--- config.mk ---
export PLATFORM = sky130hd
export DESIGN_NAME = dcwm_task_queue
export DESIGN_NICKNAME = d
export VERILOG_FILES = /design/src/design/dcwm_pkg.sv /design/src/design/dcwm_task_queue.sv
export SDC_FILE = /design/constraint.sdc
export NUM_CORES = 1
export LEC_CHECK = 0
export ABC_AREA = 1
export BUFFER_PORTS_ARGS = -buffer_cell sky130_fd_sc_hd__buf_2
export CORE_AREA = 2 2 108 110
export DETAILED_ROUTE_END_ITERATION = 7
export DIE_AREA = 0 0 110 112
export HOLD_SLACK_MARGIN = 0.02
export SETUP_SLACK_MARGIN = 0.15
export SKIP_CTS_REPAIR_TIMING = 1
export SYNTH_ARGS = -nofsm -noshare
export SYNTH_HDL_FRONTEND = slang
export SYNTH_SLANG_ARGS = --single-unit
--- constraint.sdc ---
create_clock -name clk_i -period 3 [get_ports clk_i]
set_input_delay 0.15 -clock clk_i [delete_from_list [all_inputs] [get_ports clk_i]]
set_output_delay 0.15 -clock clk_i [all_outputs]
set_load 0.01 [all_outputs]
--- src/design/dcwm_pkg.sv ---
// Shared constants, types and helpers of the dark channel window minimum block.
`timescale 1ns / 1ps
package dcwm_pkg;

  localparam int MaxWidth  = 2048;
  localparam int MaxRadius = 7;
  localparam int WinDepth  = 2 * MaxRadius + 1;
  localparam int LineRows  = 2 * MaxRadius;
  localparam int LineW     = LineRows * 8;
  localparam int ColW      = $clog2(MaxWidth);
  localparam int DimW      = 12;
  localparam int RadW      = 3;
  localparam int SpanW     = $clog2(WinDepth + 1);
  localparam int CfgIdxW   = 2;
  localparam int QDepth    = 4;
  localparam int QPtrW     = $clog2(QDepth);
  localparam int QCntW     = QPtrW + 1;

  localparam logic [7:0]      PixMax   = 8'hFF;
  localparam logic [DimW-1:0] DimLimit = DimW'(MaxWidth);

  typedef enum logic [CfgIdxW-1:0] {
    CfgRadius = 2'd0,
    CfgWidth  = 2'd1,
    CfgHeight = 2'd2
  } cfg_idx_e;

  typedef struct packed {
    logic [ColW-1:0]  col;
    logic [7:0]       hmin;
    logic [SpanW-1:0] nprev;
    logic             emit;
    logic             last;
  } task_t;

  typedef struct packed {
    logic [7:0] dark;
    logic       last;
  } result_t;

  function automatic logic [7:0] min8(input logic [7:0] a, input logic [7:0] b);
    min8 = (a < b) ? a : b;
  endfunction

  function automatic logic [7:0] min16(input logic [15:0][7:0] v);
    logic [7:0][7:0] l1;
    logic [3:0][7:0] l2;
    logic [1:0][7:0] l3;
    for (int i = 0; i < 8; i++) l1[i] = min8(v[2*i], v[2*i+1]);
    for (int i = 0; i < 4; i++) l2[i] = min8(l1[2*i], l1[2*i+1]);
    for (int i = 0; i < 2; i++) l3[i] = min8(l2[2*i], l2[2*i+1]);
    min16 = min8(l3[0], l3[1]);
  endfunction

endpackage

--- src/design/dcwm_task_queue.sv ---
// Short queue of column tasks between front and back.
`timescale 1ns / 1ps
module dcwm_task_queue import dcwm_pkg::*; (
  input  logic  clk_i,
  input  logic  rst_ni,
  input  logic  push_i,
  input  task_t data_i,
  output logic  full_o,
  input  logic  pop_i,
  output task_t data_o,
  output logic  empty_o
);

  task_t            mem_q [QDepth];
  logic [QPtrW-1:0] wptr_q, rptr_q;
  logic [QCntW-1:0] cnt_q;
  logic             do_push, do_pop;

  assign full_o  = (cnt_q == QCntW'(QDepth));
  assign empty_o = (cnt_q == '0);
  assign do_push = push_i && !full_o;
  assign do_pop  = pop_i && !empty_o;
  assign data_o  = mem_q[rptr_q];

  always_ff @(posedge clk_i) begin
    if (do_push) begin
      mem_q[wptr_q] <= data_i;
    end
  end

  always_ff @(posedge clk_i or negedge rst_ni) begin
    if (!rst_ni) begin
      wptr_q <= '0;
      rptr_q <= '0;
      cnt_q  <= '0;
    end else begin
      if (do_push) wptr_q <= wptr_q + QPtrW'(1);
      if (do_pop)  rptr_q <= rptr_q + QPtrW'(1);
      cnt_q <= cnt_q + QCntW'(do_push) - QCntW'(do_pop);
    end
  end

endmodule

==> results.tsv, run 1 <==
metric	value	unit
DR pass1 iterations	4	
Max Fanout on Critical Path	7	
Net Sw Frac	36.0	%
endpoints failing hold	0	
Final #Nets	469	
Final HPWL DP	4730	um
overall routing resource usage	14.0	%
sequential area share after synthesis	72.7	%
flops & latches, synth	107	
H-tree levels	3	
CP delay by family, top	adder cells	
core area	0.0112	sq mm
Placed Instances	559	
fmax	467	MHz
pin count of the biggest net entering global routing	52	
most common cell in the netlist	edfxtp_1	
combinational share of power	35.0	%
Finished Layout Cells	581	
die span in x	110	um
Max Cap Violations	0	
Max Slew Vio Count	0	
Yosys top cell area share	68.7	%
Skew-Pair Late Insertion Delay	340	ps
WL/cell	13.5	um
Area Growth Syn to Fin	16.6	%
die area	0.0123	sq mm
area of the multi-input gates	962	sq um
CTS tree	yes	
clk sinks	107	
vias in the first global route	2602	
Top Ports	56	
Post-Syn Area	0.00437	sq mm
# setup viols final	0	
cell area after placement	0.00476	sq mm
setup_tns	0	ps
total CTS buffers	9	
Design Area, Final	0.00510	sq mm
status	finished, final reports clean	
syn_area_per_cell	11.7	sq um
Initial Utilization	39.1	%
DRT Wirelength	7860	um
clk buf depth	2	
Power Density	949	mW/mm^2
FF+latch area	0.00318	sq mm
ys async rst share	6.54	%
CP required	3280	ps
n_diodes	0	
CP max-delay cell	ha_1	
PortBufs	55	
type of the tightest min-delay check	in2reg	
clk root buf	clkbuf_16	
post-layout minimum cycle time	2140	ps
fillers	1007	
crit path buf inv count	1	
Final ANT Viol Nets	0	
Post-synth EDFFs	100	
critical path launch point type	flop	
RSZ-0062 raised after global routing	no	
Peak VDD IR	0.344	mV
Post-synth top flop	edfxtp_1	
Slew @ Worst Pin	907	ps
period utilization	71.3	%
share of cells above drive strength 1	18.0	%
syn_nets	411	
YS warnings	0	
area leader, netlist	edfxtp_1	
crit end category	flop	
Leakage	2.10	nW
DRC errors left	0	
initial antenna violation count	0	
Net Switching	1.74	mW
WHS	24.6	ps
worst path cell trace	nor2_1 -> nand2_1 -> nand2_1 -> ha_1 -> inv_1 -> ha_1 -> fa_1 -> nand3b_1 -> nand2_1	
skew final	5.95	ps
CP dominant cell by count	nand2_1	
Clock Power Share	22.3	%
Unique masters post-synth	16	
CP Data Arrival Time	2420	ps
global-route wire length before repair	12900	um
synth top area cells	edfxtp_1, nand2_1, nor2_1, dfrtp_1, inv_1	
GRT Residual Overflow	0	
internal power	3.10	mW
register share of total power	42.6	%
Syn Inst Count	375	
Die Y-Extent	112	um
max_slew headroom	39.5	%
kind of critical path	reg2reg	
routability congestion estimate	0.697	
vias per inst	4.53	
final core utilization	45.6	%
DRT iter0 DRCs	202	
Worst path max stage delay	390	ps
via count	2634	
row cnt	39	
Clock Pin Slew Worst Setup and Hold Paths	70	ps
Post-synth top cells	edfxtp_1, nand2_1, nor2_1	
-- worst reg2reg max path, stage by stage, from the launching register on --
cell,delay [ps]
dfrtp_1,380
nor2_1,70
nand2_1,120
nand2_1,290
ha_1,390
inv_1,40
ha_1,180
fa_1,390
nand3b_1,170
nand2_1,70
-- cells by family after synthesis --
family	count (synthesis)	share of synthesized area (%)
compound gates	50	5.72
buf+inv	57	6.01
simple gates	154	13.4
flops	107	72.7
fa+ha+maj	7	2.17
-- power by group through the flow --
| stage | registers (mW) | clock network [mW] | logic [mW] |
|---|---|---|---|
| 2_1_floorplan | 2.08 | 0 | 1.20 |
| 6_report | 2.06 | 1.08 | 1.69 |
| 5_1_grt | 2.09 | 1.17 | 1.96 |
| 4_1_cts | 2.06 | 1.12 | 1.75 |
| 3_5_place_dp | 2.10 | 0 | 1.74 |
| 3_3_place_gp | 2.09 | 0 | 1.70 |
-- path summary, 6_finish.rpt --
| path | from | endpoint | slack (ps) | cells after the start |
|---|---|---|---|---|
| setup reg to reg | cnt_q[1] | cnt_q[2] | 860 | 9 |
| setup / recovery | cnt_q[1] | cnt_q[2] | 860 | 9 |
| min in group asynchronous | rst_ni | cnt_q[0] | 180 | 2 |
| hold / removal | data_i[15] | mem_q[3][15] | 20 | 1 |
| hold reg to reg | rptr_q[1] | rptr_q[1] | 500 | 2 |
| max in group asynchronous | rst_ni | rptr_q[0] | 2640 | 2 |
-- sequential cells by signal, summed over array words and instances, names as in the netlist --
name	flops
rptr_q	2
cnt_q	3
wptr_q	2
mem_q	100
-- cell usage in the layout, fill, tap and decap left out, drive strengths merged --
cell type / synthesis / routed
clkbuf: 3 / 9
nand3b: 1 / 1
nor2: 55 / 55
edfxtp: 100 / 100
nand3: 4 / 4
clkinv: 0 / 2
nand2: 94 / 94
buf: 13 / 57
ha: 6 / 6
o21ai: 50 / 50
inv: 41 / 44
fa: 1 / 1
clkinvlp: 0 / 2
dlygate4sd3: 0 / 6
dfrtp: 7 / 7
-- metal layers --
| layer | GRT usage, % | vias to the layer above | part of all wire [%] |
|---|---|---|---|
| met5 | 0 | - | 0 |
| met4 | 6.08 | 0 | 1.6 |
| met3 | 3.22 | 9 | 4.1 |
| met2 | 22.5 | 49 | 49 |
| met1 | 18.2 | 1219 | 46 |
| li1 | - | 1357 | - |
-- cell type report --
| cell class | count | share of cell area [%] |
|---|---|---|
| clock inverter | 7 | 0.981 |
| sequential | 107 | 62.3 |
| tap | 143 | 3.51 |
| inverter | 41 | 3.02 |
| multi-input combinational | 211 | 18.9 |
| clock buffer | 9 | 4.42 |
| timing repair buffer | 63 | 6.87 |
-- per-stage QoR --
step	setup slack (ps)	total power, mW
global placement	935	3.78
floorplan	862	3.28
global route	723	5.23
finish	860	4.84
CTS	832	4.93
detailed placement	872	3.84
No activity file was read; power rests on OpenSTA's default activity.
==> run 2: changes to the inputs <==
clock period = 2.1 ns   (was 3 ns; I/O delays follow)
==> run 2 against run 1 <==
Net effect: critical path depth is 1 higher; core utilization is 2.9 points higher; clock-buffer cell count stayed put; global-route usage is 0.43 points lower; non-clock buffer count is 30 higher; first-iteration DRC count is 20% lower; hold slack better by 19 ps; critical endpoint unchanged; largest power group unchanged.
==> results.tsv, run 2 (synthesized netlist as in run 1, its figures left out) <==
metric	value	unit
Worst Setup Slack, final	245	ps
Final #Nets	499	
Max Cap Violations	0	
max_slew headroom	62.2	%
Largest regs	mem_q: 100 flops, cnt_q: 3 flops	
vias per inst	4.50	
critical path launch point type	flop	
clk sinks	107	
cell area after placement	0.00486	sq mm
pin count of the biggest net entering global routing	31	
Slew @ Worst Pin	567	ps
Skew-Pair Late Insertion Delay	330	ps
most common cell after layout, fill and taps aside	edfxtp_1	
Leakage	2.23	nW
# setup viols final	0	
Place WS	155	ps
endpoints failing hold	0	
CP Data Arrival Time	2130	ps
RR Startpoint	cnt_q[0]	
overall routing resource usage	13.6	%
commonest cells after routing, fill and taps aside	edfxtp_1, nand2_1, buf_2	
DRT Wirelength	8050	um
Top Ports	56	
Max Slew Vio Count	0	
Area Growth Syn to Fin	24.1	%
status	finished, final reports clean	
CTS tree	yes	
global-route wire length before repair	12500	um
DR pass1 iterations	4	
share of cells above drive strength 1	20.6	%
GRT Residual Overflow	0	
n_diodes	0	
Power Density	1310	mW/mm^2
skew final	8.97	ps
WL/cell	13.2	um
initial antenna violation count	0	
Peak VDD IR	0.621	mV
post-layout minimum cycle time	1860	ps
routability congestion estimate	0.699	
DRT iter0 DRCs	161	
max reg flops	100	
core area	0.0112	sq mm
Design Power	7.12	mW
H-tree levels	3	
Initial Utilization	39.1	%
die area	0.0123	sq mm
Final HPWL DP	4920	um
Max Fanout on Critical Path	5	
via count	2742	
Final ANT Viol Nets	0	
vias in the first global route	2458	
fmax	539	MHz
clk buf depth	2	
row cnt	39	
Design Area, Final	0.00543	sq mm
Clock Pin Slew Worst Setup and Hold Paths	70	ps
DRC errors left	0	
clk root buf	clkbuf_16	
CP required	2380	ps
period utilization	88.3	%
total CTS buffers	9	
Reg with most FFs	mem_q	
min-delay src	pop_i	
type of the tightest min-delay check	in2reg	
kind of critical path	reg2reg	
Die Y-Extent	112	um
die span in x	110	um
CP startpoint	cnt_q[0]	
RSZ-0062 raised after global routing	yes	
crit end category	flop	
PortBufs	55	
fillers	1004	
run 2: changes by cell type in the layout (fill, tap and decap cells not counted), sizes merged:
cell,delta
clkinv,-2
buf,+10
clkinvlp,+1
dlygate4sd3,+20
run 2: layer usage:
layer	vias to the layer above	track usage, %	wire length, um
met5	-	0	0
met1	1279	18.0	3800
li1	1411	-	-
met3	4	3.86	287
met4	0	4.05	77
met2	48	21.8	3890
run 2: worst paths after layout:
kind / endpoint / slack, ps / depth (start not counted)
min in group asynchronous: rptr_q[1] / 120 / 2
max in group asynchronous: rptr_q[0] / 1800 / 2
worst max-delay path: cnt_q[2] / 240 / 10
worst min-delay path: rptr_q[0] / 40 / 3
worst min register to register: rptr_q[1] / 530 / 2
worst max register to register: cnt_q[2] / 240 / 10
run 2: cell type report:
cell class	count	area (sq um)	share of cell area, %
clock buffer	9	225	4.15
inverter	41	156	2.88
sequential	107	3180	58.6
tap	143	179	3.30
multi-input combinational	211	987	18.2
timing repair buffer	93	651	12.0
clock inverter	6	48.8	0.899
run 2: metrics by stage:
stage	util [%]	setup TNS (ps)	instances	hold WS [ps]
after detailed placement	43.5	0	569	-50.1
final	48.6	0	610	43.9
after floorplan	-	-3520	375	-191
after global placement	43.5	0	569	-47.0
after CTS	46.0	0	584	-417
after global routing	48.6	0	610	52.3
run 2: report_power, final:
group	switching (mW)	internal, mW	total [mW]
clock network	0.741	0.810	1.55
logic	1.69	0.938	2.62
registers	0.130	2.82	2.95
total	2.56	4.56	7.12
run 2: worst max-delay path, cell delays in order (launching register included):
cell and delay [ps]:
dfrtp_1 400, nor2_2 140, nand2_2 100, nand2_2 90, inv_2 50, ha_4 240
inv_1 40, ha_2 170, fa_2 350, nand3b_1 160, nand2_1 60
