[config.mk]
export PLATFORM = sky130hd
export DESIGN_NAME = dcwm_front
export DESIGN_NICKNAME = d
export VERILOG_FILES = /design/src/design/dcwm_pkg.sv /design/src/design/dcwm_front.sv
export SDC_FILE = /design/constraint.sdc
export NUM_CORES = 1
export LEC_CHECK = 0
export ABC_CLOCK_PERIOD_IN_PS = 11200
export BUFFER_PORTS_ARGS = -buffer_cell sky130_fd_sc_hd__buf_2
export CORE_MARGIN = 10
export CORE_UTILIZATION = 25
export DETAILED_ROUTE_END_ITERATION = 16
export GPL_TIMING_DRIVEN = 1
export PLACE_DENSITY = 0.38
export SLEW_MARGIN = 20
export SYNTH_ARGS = -nofsm -noshare
export SYNTH_HDL_FRONTEND = slang
export SYNTH_SLANG_ARGS = --single-unit
[constraint.sdc]
create_clock -name clk_i -period 11.2 [get_ports clk_i]
set_input_delay 1.68 -clock clk_i [delete_from_list [all_inputs] [get_ports clk_i]]
set_output_delay 1.68 -clock clk_i [all_outputs]
set_load 0.02 [all_outputs]
[src/design/dcwm_pkg.sv]
// Shared constants, types and helpers of the dark channel window minimum block.
`timescale 1ns / 1ps
package dcwm_pkg;

  localparam int MaxWidth  = 2048;
  localparam int MaxRadius = 7;
  localparam int WinDepth  = 2 * MaxRadius + 1;
  localparam int LineRows  = 2 * MaxRadius;
  localparam int LineW     = LineRows * 8;
  localparam int ColW      = $clog2(MaxWidth);
  localparam int DimW      = 12;
  localparam int RadW      = 3;
  localparam int SpanW     = $clog2(WinDepth + 1);
  localparam int CfgIdxW   = 2;
  localparam int QDepth    = 4;
  localparam int QPtrW     = $clog2(QDepth);
  localparam int QCntW     = QPtrW + 1;

  localparam logic [7:0]      PixMax   = 8'hFF;
  localparam logic [DimW-1:0] DimLimit = DimW'(MaxWidth);

  typedef enum logic [CfgIdxW-1:0] {
    CfgRadius = 2'd0,
    CfgWidth  = 2'd1,
    CfgHeight = 2'd2
  } cfg_idx_e;

  typedef struct packed {
    logic [ColW-1:0]  col;
    logic [7:0]       hmin;
    logic [SpanW-1:0] nprev;
    logic             emit;
    logic             last;
  } task_t;

  typedef struct packed {
    logic [7:0] dark;
    logic       last;
  } result_t;

  function automatic logic [7:0] min8(input logic [7:0] a, input logic [7:0] b);
    min8 = (a < b) ? a : b;
  endfunction

  function automatic logic [7:0] min16(input logic [15:0][7:0] v);
    logic [7:0][7:0] l1;
    logic [3:0][7:0] l2;
    logic [1:0][7:0] l3;
    for (int i = 0; i < 8; i++) l1[i] = min8(v[2*i], v[2*i+1]);
    for (int i = 0; i < 4; i++) l2[i] = min8(l1[2*i], l1[2*i+1]);
    for (int i = 0; i < 2; i++) l3[i] = min8(l2[2*i], l2[2*i+1]);
    min16 = min8(l3[0], l3[1]);
  endfunction

endpackage

[src/design/dcwm_front.sv]
// Front end: configuration, raster position, row window and per-column work generation.
`timescale 1ns / 1ps
module dcwm_front import dcwm_pkg::*; (
  input  logic               clk_i,
  input  logic               rst_ni,
  input  logic               cfg_valid_i,
  output logic               cfg_ready_o,
  input  logic [CfgIdxW-1:0] cfg_index_i,
  input  logic [DimW-1:0]    cfg_data_i,
  input  logic               push_i,
  output logic               full_o,
  input  logic               command_i,
  input  logic [7:0]         blue_i,
  input  logic [7:0]         green_i,
  input  logic [7:0]         red_i,
  output logic               task_push_o,
  output task_t              task_o,
  input  logic               task_full_i
);

  logic [RadW-1:0] radius_q;
  logic [DimW-1:0] width_q, height_q;
  logic [DimW-1:0] w_eff, h_eff, wm1;
  logic [ColW-1:0] in_col_q, in_col_d;
  logic [DimW-1:0] in_row_q, in_row_d;
  logic [7:0]      win_q [WinDepth];
  logic [7:0]      win_d [WinDepth];
  logic            pend_q, pend_d;
  logic [ColW-1:0] cur_q, cur_d, hi_q, hi_d, base_q, base_d;
  logic [DimW-1:0] row_q, row_d;
  logic            accept, restart, col_end, any, issue, issue_last;
  logic [ColW-1:0] lo;
  logic [7:0]      pm;
  logic [SpanW-1:0] span;
  logic [ColW-1:0] diff;
  logic [15:0][7:0] masked;
  logic [DimW:0]   row_inc, row_lim;

  assign cfg_ready_o = 1'b1;
  assign restart = cfg_valid_i && (cfg_index_i == CfgRadius || cfg_index_i == CfgWidth ||
                                   cfg_index_i == CfgHeight);

  always_ff @(posedge clk_i or negedge rst_ni) begin
    if (!rst_ni) begin
      radius_q <= RadW'(7);
      width_q  <= DimW'(640);
      height_q <= DimW'(480);
    end else if (cfg_valid_i) begin
      case (cfg_idx_e'(cfg_index_i))
        CfgRadius: radius_q <= cfg_data_i[RadW-1:0];
        CfgWidth:  width_q  <= cfg_data_i;
        CfgHeight: height_q <= cfg_data_i;
        default:   ;
      endcase
    end
  end

  always_comb begin
    w_eff = (width_q == '0) ? DimW'(1) : ((width_q > DimLimit) ? DimLimit : width_q);
    h_eff = (height_q == '0) ? DimW'(1) : ((height_q > DimLimit) ? DimLimit : height_q);
    wm1   = w_eff - DimW'(1);
  end

  assign issue      = pend_q && !task_full_i;
  assign issue_last = issue && (cur_q == hi_q);
  assign full_o     = pend_q && !issue_last;
  assign accept     = push_i && !full_o;

  always_comb begin
    pm = PixMax;
    if (!command_i && in_row_q < h_eff) begin
      pm = min8(min8(blue_i, green_i), red_i);
    end
    col_end = ({1'b0, in_col_q} == wm1);
    any     = col_end || (in_col_q >= ColW'(radius_q));
    lo      = (in_col_q >= ColW'(radius_q)) ? in_col_q - ColW'(radius_q) : '0;
    row_inc = {1'b0, in_row_q} + (DimW+1)'(1);
    row_lim = {1'b0, h_eff} + (DimW+1)'(radius_q);
  end

  always_comb begin
    in_col_d = in_col_q;
    in_row_d = in_row_q;
    win_d    = win_q;
    pend_d   = pend_q;
    cur_d    = cur_q;
    hi_d     = hi_q;
    base_d   = base_q;
    row_d    = row_q;
    if (issue) begin
      if (issue_last) begin
        pend_d = 1'b0;
      end else begin
        cur_d = cur_q + ColW'(1);
      end
    end
    if (accept) begin
      win_d[0] = pm;
      for (int i = 1; i < WinDepth; i++) begin
        win_d[i] = (in_col_q == '0) ? PixMax : win_q[i-1];
      end
      pend_d = any;
      cur_d  = lo;
      hi_d   = col_end ? in_col_q : lo;
      base_d = in_col_q;
      row_d  = in_row_q;
      if (col_end) begin
        in_col_d = '0;
        in_row_d = (row_inc >= row_lim) ? '0 : row_inc[DimW-1:0];
      end else begin
        in_col_d = in_col_q + ColW'(1);
      end
    end
    if (restart) begin
      in_col_d = '0;
      in_row_d = '0;
      pend_d   = 1'b0;
      for (int i = 0; i < WinDepth; i++) win_d[i] = PixMax;
    end
  end

  always_ff @(posedge clk_i or negedge rst_ni) begin
    if (!rst_ni) begin
      in_col_q <= '0;
      in_row_q <= '0;
      pend_q   <= 1'b0;
      for (int i = 0; i < WinDepth; i++) win_q[i] <= PixMax;
    end else begin
      in_col_q <= in_col_d;
      in_row_q <= in_row_d;
      pend_q   <= pend_d;
      win_q    <= win_d;
    end
  end

  always_ff @(posedge clk_i) begin
    cur_q  <= cur_d;
    hi_q   <= hi_d;
    base_q <= base_d;
    row_q  <= row_d;
  end

  always_comb begin
    diff = base_q - cur_q;
    span = SpanW'(diff[RadW:0]) + SpanW'(radius_q);
    for (int i = 0; i < 16; i++) begin
      masked[i] = (i < WinDepth && SpanW'(i) <= span) ? win_q[i % WinDepth] : PixMax;
    end
    task_o.col   = cur_q;
    task_o.hmin  = min16(masked);
    task_o.nprev = (row_q < DimW'({radius_q, 1'b0})) ? SpanW'(row_q[RadW:0])
                                                      : SpanW'({radius_q, 1'b0});
    task_o.emit  = (row_q >= DimW'(radius_q));
    task_o.last  = ({1'b0, row_q} == row_lim - (DimW+1)'(1)) && ({1'b0, cur_q} == wm1);
  end

  assign task_push_o = issue;

endmodule

==> flow_summary.html, run 1 <==
<table>
<tr><th>Metric</th><th>Value</th></tr>
<tr><th colspan="2">Critical path</th></tr>
<tr><td>Standard cell with the maximum stage delay on the critical path</td><td>sky130_fd_sc_hd__dfstp_2</td></tr>
<tr><td>Startpoint Class</td><td>flip-flop</td></tr>
<tr><td>Required @ worst endpoint</td><td>9.52 ns</td></tr>
<tr><td>FF-to-FF path depth</td><td>16</td></tr>
<tr><td>End of the worst register-to-register path</td><td>in_row_q[8]</td></tr>
<tr><td>Data arrival at the endpoint of the critical path</td><td>9.40 ns</td></tr>
<tr><td>Worst path top cell family by delay</td><td>compound AO/OA/AOI/OAI gates</td></tr>
<tr><td>FF-to-FF setup slack</td><td>6.35 ns</td></tr>
<tr><td>Origin of the critical flop-to-flop path</td><td>width_q[5]</td></tr>
<tr><td>Worst Path Buf+Inv</td><td>13</td></tr>
<tr><td>Crit Path Category</td><td>reg2out</td></tr>
<tr><td>Most prevalent standard cell on the critical path</td><td>sky130_fd_sc_hd__buf_6</td></tr>
<tr><td>Critical path fanouts, max</td><td>7</td></tr>
<tr><td>Type of destination of the critical path</td><td>output pin</td></tr>
<tr><td>Largest stage delay on the critical path</td><td>0.54 ns</td></tr>
<tr><th colspan="2">Clocking</th></tr>
<tr><td>Total CTS buffers</td><td>29</td></tr>
<tr><td>Clock slew at reported path FFs</td><td>about 0.07 ns</td></tr>
<tr><td>TritonCTS clock tree</td><td>done</td></tr>
<tr><td>Clock tree root driver cell</td><td>sky130_fd_sc_hd__clkbuf_16</td></tr>
<tr><td>Sinks on Clock Net</td><td>209</td></tr>
<tr><td>Bufs on Longest Clock Path</td><td>3</td></tr>
<tr><td>Clock latency at the later pin of the worst-skew pair</td><td>0.59 ns</td></tr>
<tr><td>CTS HTree Levels</td><td>1</td></tr>
<tr><td># hold bufs at CTS</td><td>0</td></tr>
<tr><th colspan="2">Pwr</th></tr>
<tr><td>Total power</td><td>5.63 mW</td></tr>
<tr><td>Reported leakage power</td><td>between 8 and 9 nW</td></tr>
<tr><td>Maximum vdd drop</td><td>~0.00017 V</td></tr>
<tr><td>Power density over cell area</td><td>between 200 and 300 mW/mm^2</td></tr>
<tr><th colspan="2">Yosys</th></tr>
<tr><td>Combinational family with the most area after synthesis</td><td>compound AO/OA/AOI/OAI gates</td></tr>
<tr><td>Mux cell area share after synthesis</td><td>6.50%</td></tr>
<tr><td>Simple-Gate Fraction of Synth Area</td><td>15.3%</td></tr>
<tr><td>Library cells used by synthesis</td><td>87</td></tr>
<tr><td>Area share of xor/xnor cells in the synthesized design</td><td>5.86%</td></tr>
<tr><td>Synthesized flop and latch total</td><td>209</td></tr>
<tr><td>Mean instance size in the synthesized netlist</td><td>9.23 um^2</td></tr>
<tr><td>Post-synthesis instance area</td><td>about 0.016 mm^2</td></tr>
<tr><td>Area share of fa/ha/maj cells after synthesis</td><td>11.9%</td></tr>
<tr><td>Most frequent cells after synthesis</td><td>sky130_fd_sc_hd__nor2_1 (186), sky130_fd_sc_hd__ha_1 (147), sky130_fd_sc_hd__inv_1 (135), sky130_fd_sc_hd__dfstp_2 (129), sky130_fd_sc_hd__o22a_1 (112)</td></tr>
<tr><td>Fraction of synthesis flops using an asynchronous set or reset pin</td><td>about four fifths</td></tr>
<tr><td>Area fraction of the dominant cell type after synthesis</td><td>20.8%</td></tr>
<tr><td>Warnings from Yosys</td><td>0</td></tr>
<tr><td>Gate Count Post-Synth</td><td>1768</td></tr>
<tr><td>Leading post-synthesis cells by cell area</td><td>sky130_fd_sc_hd__dfstp_2 (21%), sky130_fd_sc_hd__ha_1 (11%), sky130_fd_sc_hd__edfxtp_1 (7.0%)</td></tr>
<tr><td>Post-synthesis compound-gate area fraction</td><td>21.2%</td></tr>
<tr><td>Post-synth EDFFs</td><td>38</td></tr>
<tr><td>Most frequently used cell type in the post-synthesis netlist</td><td>sky130_fd_sc_hd__nor2_1</td></tr>
<tr><td>Area leader, netlist</td><td>sky130_fd_sc_hd__dfstp_2</td></tr>
<tr><td>Share of the yosys chip area belonging to registers</td><td>34.2%</td></tr>
<tr><td>Synth Flop Type</td><td>sky130_fd_sc_hd__dfstp_2</td></tr>
<tr><th colspan="2">STA</th></tr>
<tr><td>Remaining max-slew budget at the tightest pin</td><td>35.5%</td></tr>
<tr><td>Final Max Tran Viols</td><td>0</td></tr>
<tr><td>Number of endpoints with negative hold slack in the final report</td><td>0</td></tr>
<tr><td>Setup TNS Final</td><td>0 ns</td></tr>
<tr><td>Measured slew at the worst slew-check pin</td><td>0.968 ns</td></tr>
<tr><td>Worst clock skew</td><td>0.0139 ns</td></tr>
<tr><td>RSZ-0062 raised after global routing</td><td>true</td></tr>
<tr><td>Final cycle utilization of the critical path</td><td>99.0%</td></tr>
<tr><td>Final setup violation count</td><td>0</td></tr>
<tr><td>Maximum clock frequency</td><td>90.2 MHz</td></tr>
<tr><td>Tightest hold margin</td><td>slightly above 0.5 ns</td></tr>
<tr><td>Fin crit period</td><td>11.08 ns</td></tr>
<tr><th colspan="2">Placed design</th></tr>
<tr><td>Placer's final routability congestion estimate</td><td>0.826</td></tr>
<tr><td>Post-placement cell area</td><td>about 0.018 mm^2</td></tr>
<tr><td>Detailed placement HPWL</td><td>39800 um</td></tr>
<tr><td>I/O Buffers</td><td>70</td></tr>
<tr><th colspan="2">Global route</th></tr>
<tr><td>Total Routing Usage GR</td><td>roughly 14%</td></tr>
<tr><td>Maximum number of pins on one net before global-route repair</td><td>75</td></tr>
<tr><td>Number of global-route vias before repair</td><td>14800</td></tr>
<tr><td>First-pass GRT wire length</td><td>85100 um</td></tr>
<tr><td>Grt total ovfl</td><td>0</td></tr>
<tr><td>Number of antenna violations at the first check in global routing</td><td>0</td></tr>
<tr><td>Most crowded layer after global routing</td><td>met2</td></tr>
<tr><td>Met1 track utilization from global routing</td><td>a little under a fifth</td></tr>
<tr><td>GRT met2 Usage</td><td>24.3%</td></tr>
<tr><td>Met3 capacity usage during global routing</td><td>1.75%</td></tr>
<tr><th colspan="2">Floorplanning</th></tr>
<tr><td>Starting Density</td><td>25.3%</td></tr>
<tr><td>Die area</td><td>0.0759 mm^2</td></tr>
<tr><td>Area of the placeable core</td><td>0.0646 mm^2</td></tr>
<tr><td>Vertical extent of the die</td><td>276 um</td></tr>
<tr><td>Horizontal die dimension</td><td>276 um</td></tr>
<tr><td>Boundary Pins</td><td>just over 70</td></tr>
<tr><td>Placement row count</td><td>a little over 90</td></tr>
<tr><th colspan="2">Cells and area</th></tr>
<tr><td>Area used by multi-input combinational logic</td><td>0.0114 mm^2</td></tr>
<tr><td>Fill cell instance count of the final layout</td><td>6649</td></tr>
<tr><td>FF+latch area</td><td>0.00558 mm^2</td></tr>
<tr><td>Area delta synth-&gt;final</td><td>31.5%</td></tr>
<tr><td>Nets</td><td>roughly 2200</td></tr>
<tr><td>Non-Filler Cell Area, Final</td><td>0.0215 mm^2</td></tr>
<tr><td>Proportion of layout cells with a drive suffix above 1</td><td>34.8%</td></tr>
<tr><td>Antenna diodes</td><td>0</td></tr>
<tr><th colspan="2">Routing</th></tr>
<tr><td>Average detailed-routed wire length per instance</td><td>18.9 um</td></tr>
<tr><td>Routed via count</td><td>14100</td></tr>
<tr><td>Number of design rule violations left after detail routing</td><td>0</td></tr>
<tr><td>Drt first pass iters</td><td>5</td></tr>
<tr><td>Violation count after the first detailed-route iteration</td><td>675</td></tr>
<tr><td>Drt total wl</td><td>54000 um</td></tr>
<tr><td>Number of vias per cell</td><td>4.93</td></tr>
<tr><td>Number of nets with antenna violations after routing</td><td>0</td></tr>
<tr><th colspan="2">Hold path</th></tr>
<tr><td>Worst min-delay path endpoint</td><td>win_q[87]</td></tr>
<tr><td>Hold wc startpoint</td><td>win_q[95]</td></tr>
<tr><td>Class of the worst hold path</td><td>reg2reg</td></tr>
<tr><td>Hold-critical path depth</td><td>1</td></tr>
<tr><th colspan="2">Run</th></tr>
<tr><td>Max-Cap Viols</td><td>0</td></tr>
<tr><th colspan="2">Outcome</th></tr>
<tr><td>Run status</td><td>complete, no violations</td></tr>
</table>
==> cells by family after synthesis <==
kind of cell / count (synthesis)
xor gates and xnor gates: 105
other: 1
DFF: 209
buffers and inverters: 208
adders and majority gates: 153
muxes: 100
AOI/OAI and AO/OA: 473
and+or+nand+nor: 519
==> layout make-up <==
class	count	area share, %
clock buffer	34	3.47
clock inverter	20	1.05
inverter	135	2.36
multi-input combinational	1354	53.1
sequential	209	26.0
tap	855	4.98
timing repair buffer	252	9.07
==> state kept, by name (all words and copies together), names as in the netlist <==
signal	cells
base_q	4
cur_q	11
height_q	12
hi_q	11
in_col_q	11
in_row_q	12
pend_q	1
radius_q	3
row_q	12
width_q	12
win_q	120
==> worst reg2reg max path: cells and delay by family, from the launching register on <==
family,cells,cell delay [ns]
fa+ha+maj,1,0.27
buf+inv,2,0.26
flops,1,0.43
compound gates,3,0.95
xor+xnor,1,0.12
simple gates,9,2.72
==> metal layers <==
layer | wire, um | up-vias
li1 | - | 6907
met1 | 25100 | 6937
met2 | 26200 | 180
met3 | 1410 | 73
met4 | 1280 | 0
met5 | 0 | -
==> metrics by stage <==
stage / util, % / setup slack, ns / cells
final: 33.2 / 0.118 / 2859
after global routing: 33.2 / -0.342 / 2859
after CTS: 32.0 / 0.000996 / 2831
after detailed placement: 28.6 / -0.627 / 2717
after global placement: 28.6 / -0.295 / 2717
after floorplan: - / 0.117 / 1769
==> report_power, final <==
group          switching, mW  total [mW]  internal, mW  leakage [nW]
clock                  0.384       0.954         0.570         0.470
combinational           2.02        3.68          1.66          6.17
sequential             0.107        1.00         0.894          2.27
==> how the worst max path moves through the flow <==
stage,to,cells past startpoint,slack (ns),startpoint
4_1_cts,task_o[10],44,0.001,radius_q[1]
2_1_floorplan,task_o[10],46,0.12,radius_q[2]
3_5_place_dp,task_o[10],41,-0.63,radius_q[1]
5_1_grt,task_o[10],47,-0.34,radius_q[1]
6_report,task_o[10],44,0.12,radius_q[1]
3_3_place_gp,task_o[8],41,-0.29,radius_q[1]
==> cells in the final DEF (no fill, tap or decap), drive strengths merged, types with 14 or more instances in the layout <==
cell type	netlist	layout
or3	23	23
nor2	186	187
ha	147	147
nor2b	14	14
o31ai	16	16
o21ai	71	71
mux2i	52	52
dfstp	129	129
mux2	48	48
nand3	30	30
edfxtp	38	38
a21o	49	49
inv	135	138
nand4	31	31
nor3	27	27
a21oi	98	98
xnor2	70	70
nor4	17	17
buf	18	250
o211ai	17	17
or2	16	16
and3	15	15
nand2	105	105
o22a	112	112
xor2	33	33
clkbuf	55	36
nand2b	30	30
dfrtp	42	42
==> repair_timing <==
item,4_1_cts,5_1_grt
cloned,2,2
endpoints found under the setup margin,8,8
pin swaps,46,62
gates resized for setup,155,113
buffers inserted,58,26
Note: power is estimated with default switching activity, not from simulation.
==> inputs of run 2 (changes only) <==
PLACE_DENSITY = unset   (was 0.38)
==> run 2 against run 1 <==
  * Sequential share of layout area increased by 0.59 points
  * Sequential power about the same
  * Register-to-register slack improved by 0.23 ns
  * Largest cell class unchanged
  * Largest power group unchanged
  * Via count increased by 1.1%
  * First-iteration DRC count increased by 25%
  * The flow now finishes with violations (negative setup slack)
  * Utilization decreased by 0.73 points
  * Critical path type unchanged
  * Worst hold slack about the same
  * Wire length decreased by 8.5%
  * Non-clock buffer count decreased by 25
==> flow_summary.html, run 2 (synthesized netlist as in run 1, its figures left out) <==
<table>
<tr><th>Metric</th><th>Value</th></tr>
<tr><th colspan="2">Outcome</th></tr>
<tr><td>Run status</td><td>finished with violations</td></tr>
<tr><td>Violated checks</td><td>negative setup slack</td></tr>
<tr><th colspan="2">Hold path</th></tr>
<tr><td>Class of the worst hold path</td><td>reg2reg</td></tr>
<tr><th colspan="2">Run</th></tr>
<tr><td>Max-Cap Viols</td><td>0</td></tr>
<tr><th colspan="2">Routing</th></tr>
<tr><td>Average detailed-routed wire length per instance</td><td>17.5 um</td></tr>
<tr><td>Wl on met1</td><td>21200 um</td></tr>
<tr><td>Met3 layer wire length in the routed design</td><td>1670 um</td></tr>
<tr><td>Highest signal layer in the routed design</td><td>met4</td></tr>
<tr><td>Met2 WL</td><td>25100 um</td></tr>
<tr><td>Drt first pass iters</td><td>5</td></tr>
<tr><td>Violation count after the first detailed-route iteration</td><td>843</td></tr>
<tr><td>Number of nets with antenna violations after routing</td><td>0</td></tr>
<tr><td>Number of design rule violations left after detail routing</td><td>0</td></tr>
<tr><td>Routed via count</td><td>roughly 14000</td></tr>
<tr><td>Number of vias per cell</td><td>slightly above 5</td></tr>
<tr><td>Drt total wl</td><td>49400 um</td></tr>
<tr><th colspan="2">Clocking</th></tr>
<tr><td>TritonCTS clock tree</td><td>done</td></tr>
<tr><td>Bufs on Longest Clock Path</td><td>3</td></tr>
<tr><td>Clock tree root driver cell</td><td>sky130_fd_sc_hd__clkbuf_16</td></tr>
<tr><td>CTS HTree Levels</td><td>1</td></tr>
<tr><td>Total CTS buffers</td><td>25</td></tr>
<tr><td>Sinks on Clock Net</td><td>between 200 and 250</td></tr>
<tr><td>Clock slew at reported path FFs</td><td>around 0.06 ns</td></tr>
<tr><td>Clock latency at the later pin of the worst-skew pair</td><td>0.55 ns</td></tr>
<tr><th colspan="2">Global route</th></tr>
<tr><td>First-pass GRT wire length</td><td>between 70000 and 80000 um</td></tr>
<tr><td>Number of global-route vias before repair</td><td>14500</td></tr>
<tr><td>Number of antenna violations at the first check in global routing</td><td>0</td></tr>
<tr><td>Grt total ovfl</td><td>0</td></tr>
<tr><td>Total Routing Usage GR</td><td>12.6%</td></tr>
<tr><td>Maximum number of pins on one net before global-route repair</td><td>104</td></tr>
<tr><th colspan="2">Floorplanning</th></tr>
<tr><td>Vertical extent of the die</td><td>276 um</td></tr>
<tr><td>Starting Density</td><td>25.3%</td></tr>
<tr><td>Die area</td><td>0.0759 mm^2</td></tr>
<tr><td>Horizontal die dimension</td><td>276 um</td></tr>
<tr><td>Placement row count</td><td>between 90 and 100</td></tr>
<tr><td>Boundary Pins</td><td>72</td></tr>
<tr><td>Area of the placeable core</td><td>approximately 0.065 mm^2</td></tr>
<tr><th colspan="2">Critical path</th></tr>
<tr><td>Required @ worst endpoint</td><td>~9.5 ns</td></tr>
<tr><td>Type of destination of the critical path</td><td>output pin</td></tr>
<tr><td>Largest stage delay on the critical path</td><td>0.62 ns</td></tr>
<tr><td>Critical path fanouts, max</td><td>7</td></tr>
<tr><td>Standard cell with the maximum stage delay on the critical path</td><td>sky130_fd_sc_hd__or4_4</td></tr>
<tr><td>Crit Path Category</td><td>reg2out</td></tr>
<tr><td>Data arrival at the endpoint of the critical path</td><td>9.66 ns</td></tr>
<tr><td>Startpoint Class</td><td>flip-flop</td></tr>
<tr><td>Most prevalent standard cell on the critical path</td><td>sky130_fd_sc_hd__buf_4</td></tr>
<tr><th colspan="2">STA</th></tr>
<tr><td>Remaining max-slew budget at the tightest pin</td><td>roughly a third</td></tr>
<tr><td>Measured slew at the worst slew-check pin</td><td>about 0.99 ns</td></tr>
<tr><td>Setup slack after layout</td><td>-0.138 ns</td></tr>
<tr><td>Final setup violation count</td><td>7</td></tr>
<tr><td>Final Max Tran Viols</td><td>0</td></tr>
<tr><td>RSZ-0062 raised after global routing</td><td>true</td></tr>
<tr><td>Final cycle utilization of the critical path</td><td>101%</td></tr>
<tr><td>Maximum clock frequency</td><td>88.2 MHz</td></tr>
<tr><td>Worst clock skew</td><td>0.0199 ns</td></tr>
<tr><td>Tightest hold margin</td><td>between 0.5 and 0.6 ns</td></tr>
<tr><td>Number of endpoints with negative hold slack in the final report</td><td>0</td></tr>
<tr><td>Fin crit period</td><td>about 11 ns</td></tr>
<tr><th colspan="2">Placed design</th></tr>
<tr><td>Placer's final routability congestion estimate</td><td>0.906</td></tr>
<tr><td>I/O Buffers</td><td>70</td></tr>
<tr><td>Detailed placement HPWL</td><td>between 30000 and 40000 um</td></tr>
<tr><td>Post-placement cell area</td><td>0.0183 mm^2</td></tr>
<tr><th colspan="2">Pwr</th></tr>
<tr><td>Reported leakage power</td><td>8.74 nW</td></tr>
<tr><td>Maximum vdd drop</td><td>roughly 0.00019 V</td></tr>
<tr><td>Power density over cell area</td><td>between 200 and 300 mW/mm^2</td></tr>
<tr><th colspan="2">Cells and area</th></tr>
<tr><td>Most used cells in the layout excluding fill and tap cells</td><td>sky130_fd_sc_hd__nor2_1 (160), sky130_fd_sc_hd__ha_1 (132), sky130_fd_sc_hd__buf_4 (130)</td></tr>
<tr><td>Most flops, register</td><td>win_q</td></tr>
<tr><td>Max FFs per register</td><td>120</td></tr>
<tr><td>Nets</td><td>2149</td></tr>
<tr><td>Proportion of layout cells with a drive suffix above 1</td><td>32.7%</td></tr>
<tr><td>Most common library cell in the layout ignoring fill and taps</td><td>sky130_fd_sc_hd__nor2_1</td></tr>
<tr><td>Area used by multi-input combinational logic</td><td>0.0112 mm^2</td></tr>
<tr><td>Non-Filler Cell Area, Final</td><td>0.0210 mm^2</td></tr>
<tr><td>Area delta synth-&gt;final</td><td>28.6%</td></tr>
<tr><td>FF+latch area</td><td>~0.0056 mm^2</td></tr>
<tr><td>Fill cell instance count of the final layout</td><td>6512</td></tr>
<tr><td>Antenna diodes</td><td>0</td></tr>
</table>
run 2: changes by cell type in the layout (fill, tap and decap cells not counted), moves of 8 or more:
cell	change
sky130_fd_sc_hd__buf_4	-28
sky130_fd_sc_hd__buf_6	+8
sky130_fd_sc_hd__ha_1	+10
sky130_fd_sc_hd__ha_4	-9
sky130_fd_sc_hd__nor2_1	+10
sky130_fd_sc_hd__nor2_2	-9
run 2: timing repair:
item,4_1_cts,5_1_grt
hold buffers,0,0
gates cloned,4,0
pin swaps,38,59
setup endpoints to repair,8,8
setup buffers,49,35
resized for setup,146,96
run 2: final cells by class:
| class | instances | area share (%) |
|---|---|---|
| clock inverters | 14 | 0.775 |
| repair buffers | 227 | 8.27 |
| well taps | 855 | 5.10 |
| clock buffers | 32 | 3.30 |
| inverters | 135 | 2.43 |
| flip-flops and latches | 209 | 26.6 |
| multi-input cells | 1355 | 53.6 |
run 2: final timing paths:
| path | from | endpoint | slack [ns] | depth (start not counted) |
|---|---|---|---|---|
| min reg2reg | win_q[36] | win_q[28] | 0.52 | 1 |
| max reg2reg | width_q[5] | in_row_q[8] | 6.58 | 16 |
| min in group asynchronous | rst_ni | in_row_q[10] | 1.31 | 1 |
| min | win_q[36] | win_q[28] | 0.52 | 1 |
| max | radius_q[1] | task_o[7] | -0.14 | 44 |
| max in group asynchronous | rst_ni | win_q[3] | 8.54 | 2 |
run 2: stage by stage:
| step | utilization (%) | total power [mW] | TNS (ns) | worst slack, ns | std cells |
|---|---|---|---|---|---|
| 3_5_place_dp | 28.3 | 3.57 | -2.02 | -0.297 | 2693 |
| 3_3_place_gp | 28.3 | 3.52 | -0.530 | -0.0785 | 2693 |
| 5_1_grt | 32.5 | 5.66 | -3.24 | -0.454 | 2827 |
| 2_1_floorplan | - | 2.71 | 0 | 0.117 | 1769 |
| 4_1_cts | 31.4 | 5.01 | -0.442 | -0.0692 | 2792 |
| 6_report | 32.5 | 5.35 | -0.907 | -0.138 | 2827 |
run 2: worst max-delay path, delay by kind of cell (launching register included):
| family | cells | cell delay [ns] |
|---|---|---|
| AO/OA/AOI/OAI | 15 | 2.69 |
| adder cells (fa/ha/maj) | 6 | 1.89 |
| buffers and inverters | 12 | 1.63 |
| AND/OR/NAND/NOR | 7 | 1.33 |
| multiplexers | 3 | 0.84 |
| flip-flops | 1 | 0.54 |
| XOR/XNOR | 1 | 0.16 |
run 2: per-layer routing:
metal | GRT usage (%) | up-vias
met1 | 15.2 | 7007
met2 | 23.1 | 302
met5 | 0 | -
li1 | - | 6844
met3 | 1.43 | 95
met4 | 3.42 | 0
run 2: where the power goes:
| group | leakage (nW) | internal (mW) | switching, mW |
|---|---|---|---|
| logic | 6.05 | 1.55 | 1.97 |
| clock network | 0.416 | 0.508 | 0.338 |
| registers | 2.27 | 0.894 | 0.0991 |
==> inputs of run 3 (changes only) <==
ABC_CLOCK_PERIOD_IN_PS = 10700   (was 11200)
clock period = 10.7 ns   (was 11.2 ns; I/O delays follow)
==> run 3 against run 2 <==
  * The run still ends with negative setup slack left
  * Worst hold slack lost 0.00071 ns
  * Utilization grew 1.7 points
  * Combinational power grew 13%
  * Worst setup slack lost 0.31 ns
  * Wire length grew 6.8%
  * Die area is the same
  * Global-route usage grew 0.64 points
  * Cell count grew 3.2%
  * Flip-flop and latch count is the same
  * Power grew 11%
  * Critical endpoint is now task_o[9]
  * Largest cell class unchanged
  * Highest routed layer unchanged
==> flow_summary.html, run 3 (synthesized netlist as in run 1, its figures left out) <==
<table>
<tr><th>Metric</th><th>Value</th></tr>
<tr><th colspan="2">Outcome</th></tr>
<tr><td>Run status</td><td>finished with violations</td></tr>
<tr><td>Violated checks</td><td>negative setup slack</td></tr>
<tr><th colspan="2">STA</th></tr>
<tr><td>Fin crit period</td><td>11.15 ns</td></tr>
<tr><td>Final Max Tran Viols</td><td>0</td></tr>
<tr><td>Setup slack after layout</td><td>-0.448 ns</td></tr>
<tr><td>RSZ-0062 raised after global routing</td><td>true</td></tr>
<tr><td>Number of endpoints with negative hold slack in the final report</td><td>0</td></tr>
<tr><td>Final setup violation count</td><td>8</td></tr>
<tr><td>Setup TNS Final</td><td>-3.17 ns</td></tr>
<tr><td>Maximum clock frequency</td><td>89.7 MHz</td></tr>
<tr><td>Tightest hold margin</td><td>0.519 ns</td></tr>
<tr><td>Remaining max-slew budget at the tightest pin</td><td>28.8%</td></tr>
<tr><td>Worst clock skew</td><td>0.0135 ns</td></tr>
<tr><td>Final cycle utilization of the critical path</td><td>104%</td></tr>
<tr><td>Measured slew at the worst slew-check pin</td><td>1.07 ns</td></tr>
<tr><th colspan="2">Global route</th></tr>
<tr><td>Total Routing Usage GR</td><td>13.2%</td></tr>
<tr><td>GRT met2 Usage</td><td>between 20% and 30%</td></tr>
<tr><td>Number of antenna violations at the first check in global routing</td><td>0</td></tr>
<tr><td>Met1 track utilization from global routing</td><td>16.2%</td></tr>
<tr><td>Maximum number of pins on one net before global-route repair</td><td>99</td></tr>
<tr><td>Grt total ovfl</td><td>0</td></tr>
<tr><td>First-pass GRT wire length</td><td>82500 um</td></tr>
<tr><td>Number of global-route vias before repair</td><td>15100</td></tr>
<tr><td>Met3 capacity usage during global routing</td><td>1.99%</td></tr>
<tr><td>Most crowded layer after global routing</td><td>met2</td></tr>
<tr><th colspan="2">Hold path</th></tr>
<tr><td>Class of the worst hold path</td><td>reg2reg</td></tr>
<tr><th colspan="2">Cells and area</th></tr>
<tr><td>Area delta synth-&gt;final</td><td>35.5%</td></tr>
<tr><td>Nets</td><td>2239</td></tr>
<tr><td>Most used cells in the layout excluding fill and tap cells</td><td>sky130_fd_sc_hd__buf_4 (212), sky130_fd_sc_hd__nor2_1 (142), sky130_fd_sc_hd__dfstp_2 (129)</td></tr>
<tr><td>Proportion of layout cells with a drive suffix above 1</td><td>38.7%</td></tr>
<tr><td>Fill cell instance count of the final layout</td><td>~6400</td></tr>
<tr><td>Max FFs per register</td><td>120</td></tr>
<tr><td>Most flops, register</td><td>win_q</td></tr>
<tr><td>Non-Filler Cell Area, Final</td><td>0.0221 mm^2</td></tr>
<tr><td>Antenna diodes</td><td>0</td></tr>
<tr><td>Most common library cell in the layout ignoring fill and taps</td><td>sky130_fd_sc_hd__buf_4</td></tr>
<tr><th colspan="2">Clocking</th></tr>
<tr><td># hold bufs at CTS</td><td>0</td></tr>
<tr><td>Sinks on Clock Net</td><td>209</td></tr>
<tr><td>Clock slew at reported path FFs</td><td>0.07 ns</td></tr>
<tr><td>Clock latency at the later pin of the worst-skew pair</td><td>~0.56 ns</td></tr>
<tr><td>CTS HTree Levels</td><td>1</td></tr>
<tr><td>Total CTS buffers</td><td>26</td></tr>
<tr><td>Bufs on Longest Clock Path</td><td>3</td></tr>
<tr><td>Clock tree root driver cell</td><td>sky130_fd_sc_hd__clkbuf_16</td></tr>
<tr><td>TritonCTS clock tree</td><td>done</td></tr>
<tr><th colspan="2">Placed design</th></tr>
<tr><td>Placer's final routability congestion estimate</td><td>0.890</td></tr>
<tr><td>Worst Setup Slack post-DPL</td><td>-0.343 ns</td></tr>
<tr><td>Detailed placement HPWL</td><td>approximately 37000 um</td></tr>
<tr><td>I/O Buffers</td><td>70</td></tr>
<tr><td>Post-placement cell area</td><td>0.0187 mm^2</td></tr>
<tr><th colspan="2">Critical path</th></tr>
<tr><td>Type of destination of the critical path</td><td>output pin</td></tr>
<tr><td>Standard cell with the maximum stage delay on the critical path</td><td>sky130_fd_sc_hd__dfstp_2</td></tr>
<tr><td>Most prevalent standard cell on the critical path</td><td>sky130_fd_sc_hd__buf_4</td></tr>
<tr><td>Required @ worst endpoint</td><td>9.10 ns</td></tr>
<tr><td>Crit Path Category</td><td>reg2out</td></tr>
<tr><td>Data arrival at the endpoint of the critical path</td><td>9.54 ns</td></tr>
<tr><td>Startpoint Class</td><td>flip-flop</td></tr>
<tr><td>Critical path fanouts, max</td><td>7</td></tr>
<tr><td>Largest stage delay on the critical path</td><td>0.53 ns</td></tr>
<tr><th colspan="2">Pwr</th></tr>
<tr><td>Comb power frac</td><td>about two thirds</td></tr>
<tr><td>Power density over cell area</td><td>269 mW/mm^2</td></tr>
<tr><td>Relative contribution of the clock network to total power</td><td>15.9%</td></tr>
<tr><td>Sw frac</td><td>44.7%</td></tr>
<tr><td>Cell-internal power</td><td>~3.3 mW</td></tr>
<tr><td>Reported leakage power</td><td>approximately 9 nW</td></tr>
<tr><td>Net Switching</td><td>2.66 mW</td></tr>
<tr><td>Maximum vdd drop</td><td>about 0.00024 V</td></tr>
<tr><td>Part of the total power dissipated in sequential elements</td><td>17.5%</td></tr>
<tr><th colspan="2">Floorplanning</th></tr>
<tr><td>Area of the placeable core</td><td>0.0646 mm^2</td></tr>
<tr><td>Boundary Pins</td><td>72</td></tr>
<tr><td>Placement row count</td><td>slightly above 90</td></tr>
<tr><td>Die area</td><td>around 0.076 mm^2</td></tr>
<tr><td>Horizontal die dimension</td><td>roughly 280 um</td></tr>
<tr><td>Starting Density</td><td>25.3%</td></tr>
<tr><td>Vertical extent of the die</td><td>276 um</td></tr>
<tr><th colspan="2">Routing</th></tr>
<tr><td>Drt total wl</td><td>52800 um</td></tr>
<tr><td>Violation count after the first detailed-route iteration</td><td>~1000</td></tr>
<tr><td>Number of vias per cell</td><td>a little over 5</td></tr>
<tr><td>Number of design rule violations left after detail routing</td><td>0</td></tr>
<tr><td>Routed via count</td><td>14900</td></tr>
<tr><td>Average detailed-routed wire length per instance</td><td>18.1 um</td></tr>
<tr><td>Drt first pass iters</td><td>6</td></tr>
<tr><td>Number of nets with antenna violations after routing</td><td>0</td></tr>
<tr><th colspan="2">Run</th></tr>
<tr><td>Max-Cap Viols</td><td>0</td></tr>
</table>
## run 3: timing repair
| item | 4_1_cts | 5_1_grt |
|---|---|---|
| buffers inserted | 97 | 51 |
| pin swaps | 65 | 69 |
| cloned | 2 | 1 |
| resized for setup | 178 | 114 |
| endpoints found under the setup margin | 8 | 8 |
## run 3: power by group through the flow
| stage | combinational [mW] | sequential [mW] | clock [mW] |
|---|---|---|---|
| 4_1_cts | 3.47 | 1.04 | 0.966 |
| 3_3_place_gp | 2.78 | 1.05 | 0 |
| 2_1_floorplan | 1.91 | 1.04 | 0 |
| 3_5_place_dp | 2.84 | 1.05 | 0 |
| 5_1_grt | 4.23 | 1.06 | 0.996 |
| 6_report | 3.96 | 1.04 | 0.943 |
## run 3: cell type report
type                    instances  area, um^2  area share, %
well taps                     855        1070           4.84
inverters                     135         509           2.30
clock inverters                19         250           1.13
flip-flops and latches        209        5580           25.2
multi-input cells            1354       11600           52.5
repair buffers                317        2440           11.0
clock buffers                  29         662           2.99
## run 3: final timing paths
path | from | endpoint | slack (ns) | cells past startpoint
worst min register to register | win_q[19] | win_q[11] | 0.52 | 1
max in group asynchronous | rst_ni | in_col_q[2] | 8.04 | 2
min in group asynchronous | rst_ni | pend_q | 1.14 | 1
worst max register to register | width_q[5] | in_row_q[8] | 5.91 | 16
worst min-delay path | win_q[19] | win_q[11] | 0.52 | 1
worst max-delay path | radius_q[2] | task_o[9] | -0.45 | 50
## run 3: metrics by stage
step / util, % / cells / total power, mW
6_report: 34.2 / 2918 / 5.95
5_1_grt: 34.2 / 2918 / 6.28
4_1_cts: 32.9 / 2867 / 5.48
3_5_place_dp: 29.0 / 2720 / 3.89
3_3_place_gp: 29.0 / 2720 / 3.83
2_1_floorplan: - / 1769 / 2.95
## run 3: per-layer routing
layer  wire length, um  part of all wire, %  vias to the layer above
li1                  -                    -                     7029
met1             22100                   42                     7385
met2             26700                   51                      379
met3              2280                  4.3                      140
met4              1730                  3.3                        0
met5                 0                    0                        -
## run 3: critical path, delay by kind of cell (launching register included)
family,cells,cell delay (ns)
simple gates,6,0.86
mux,2,0.56
flops,1,0.53
fa+ha+maj,5,1.39
compound gates,18,3.46
buf+inv,19,2.17
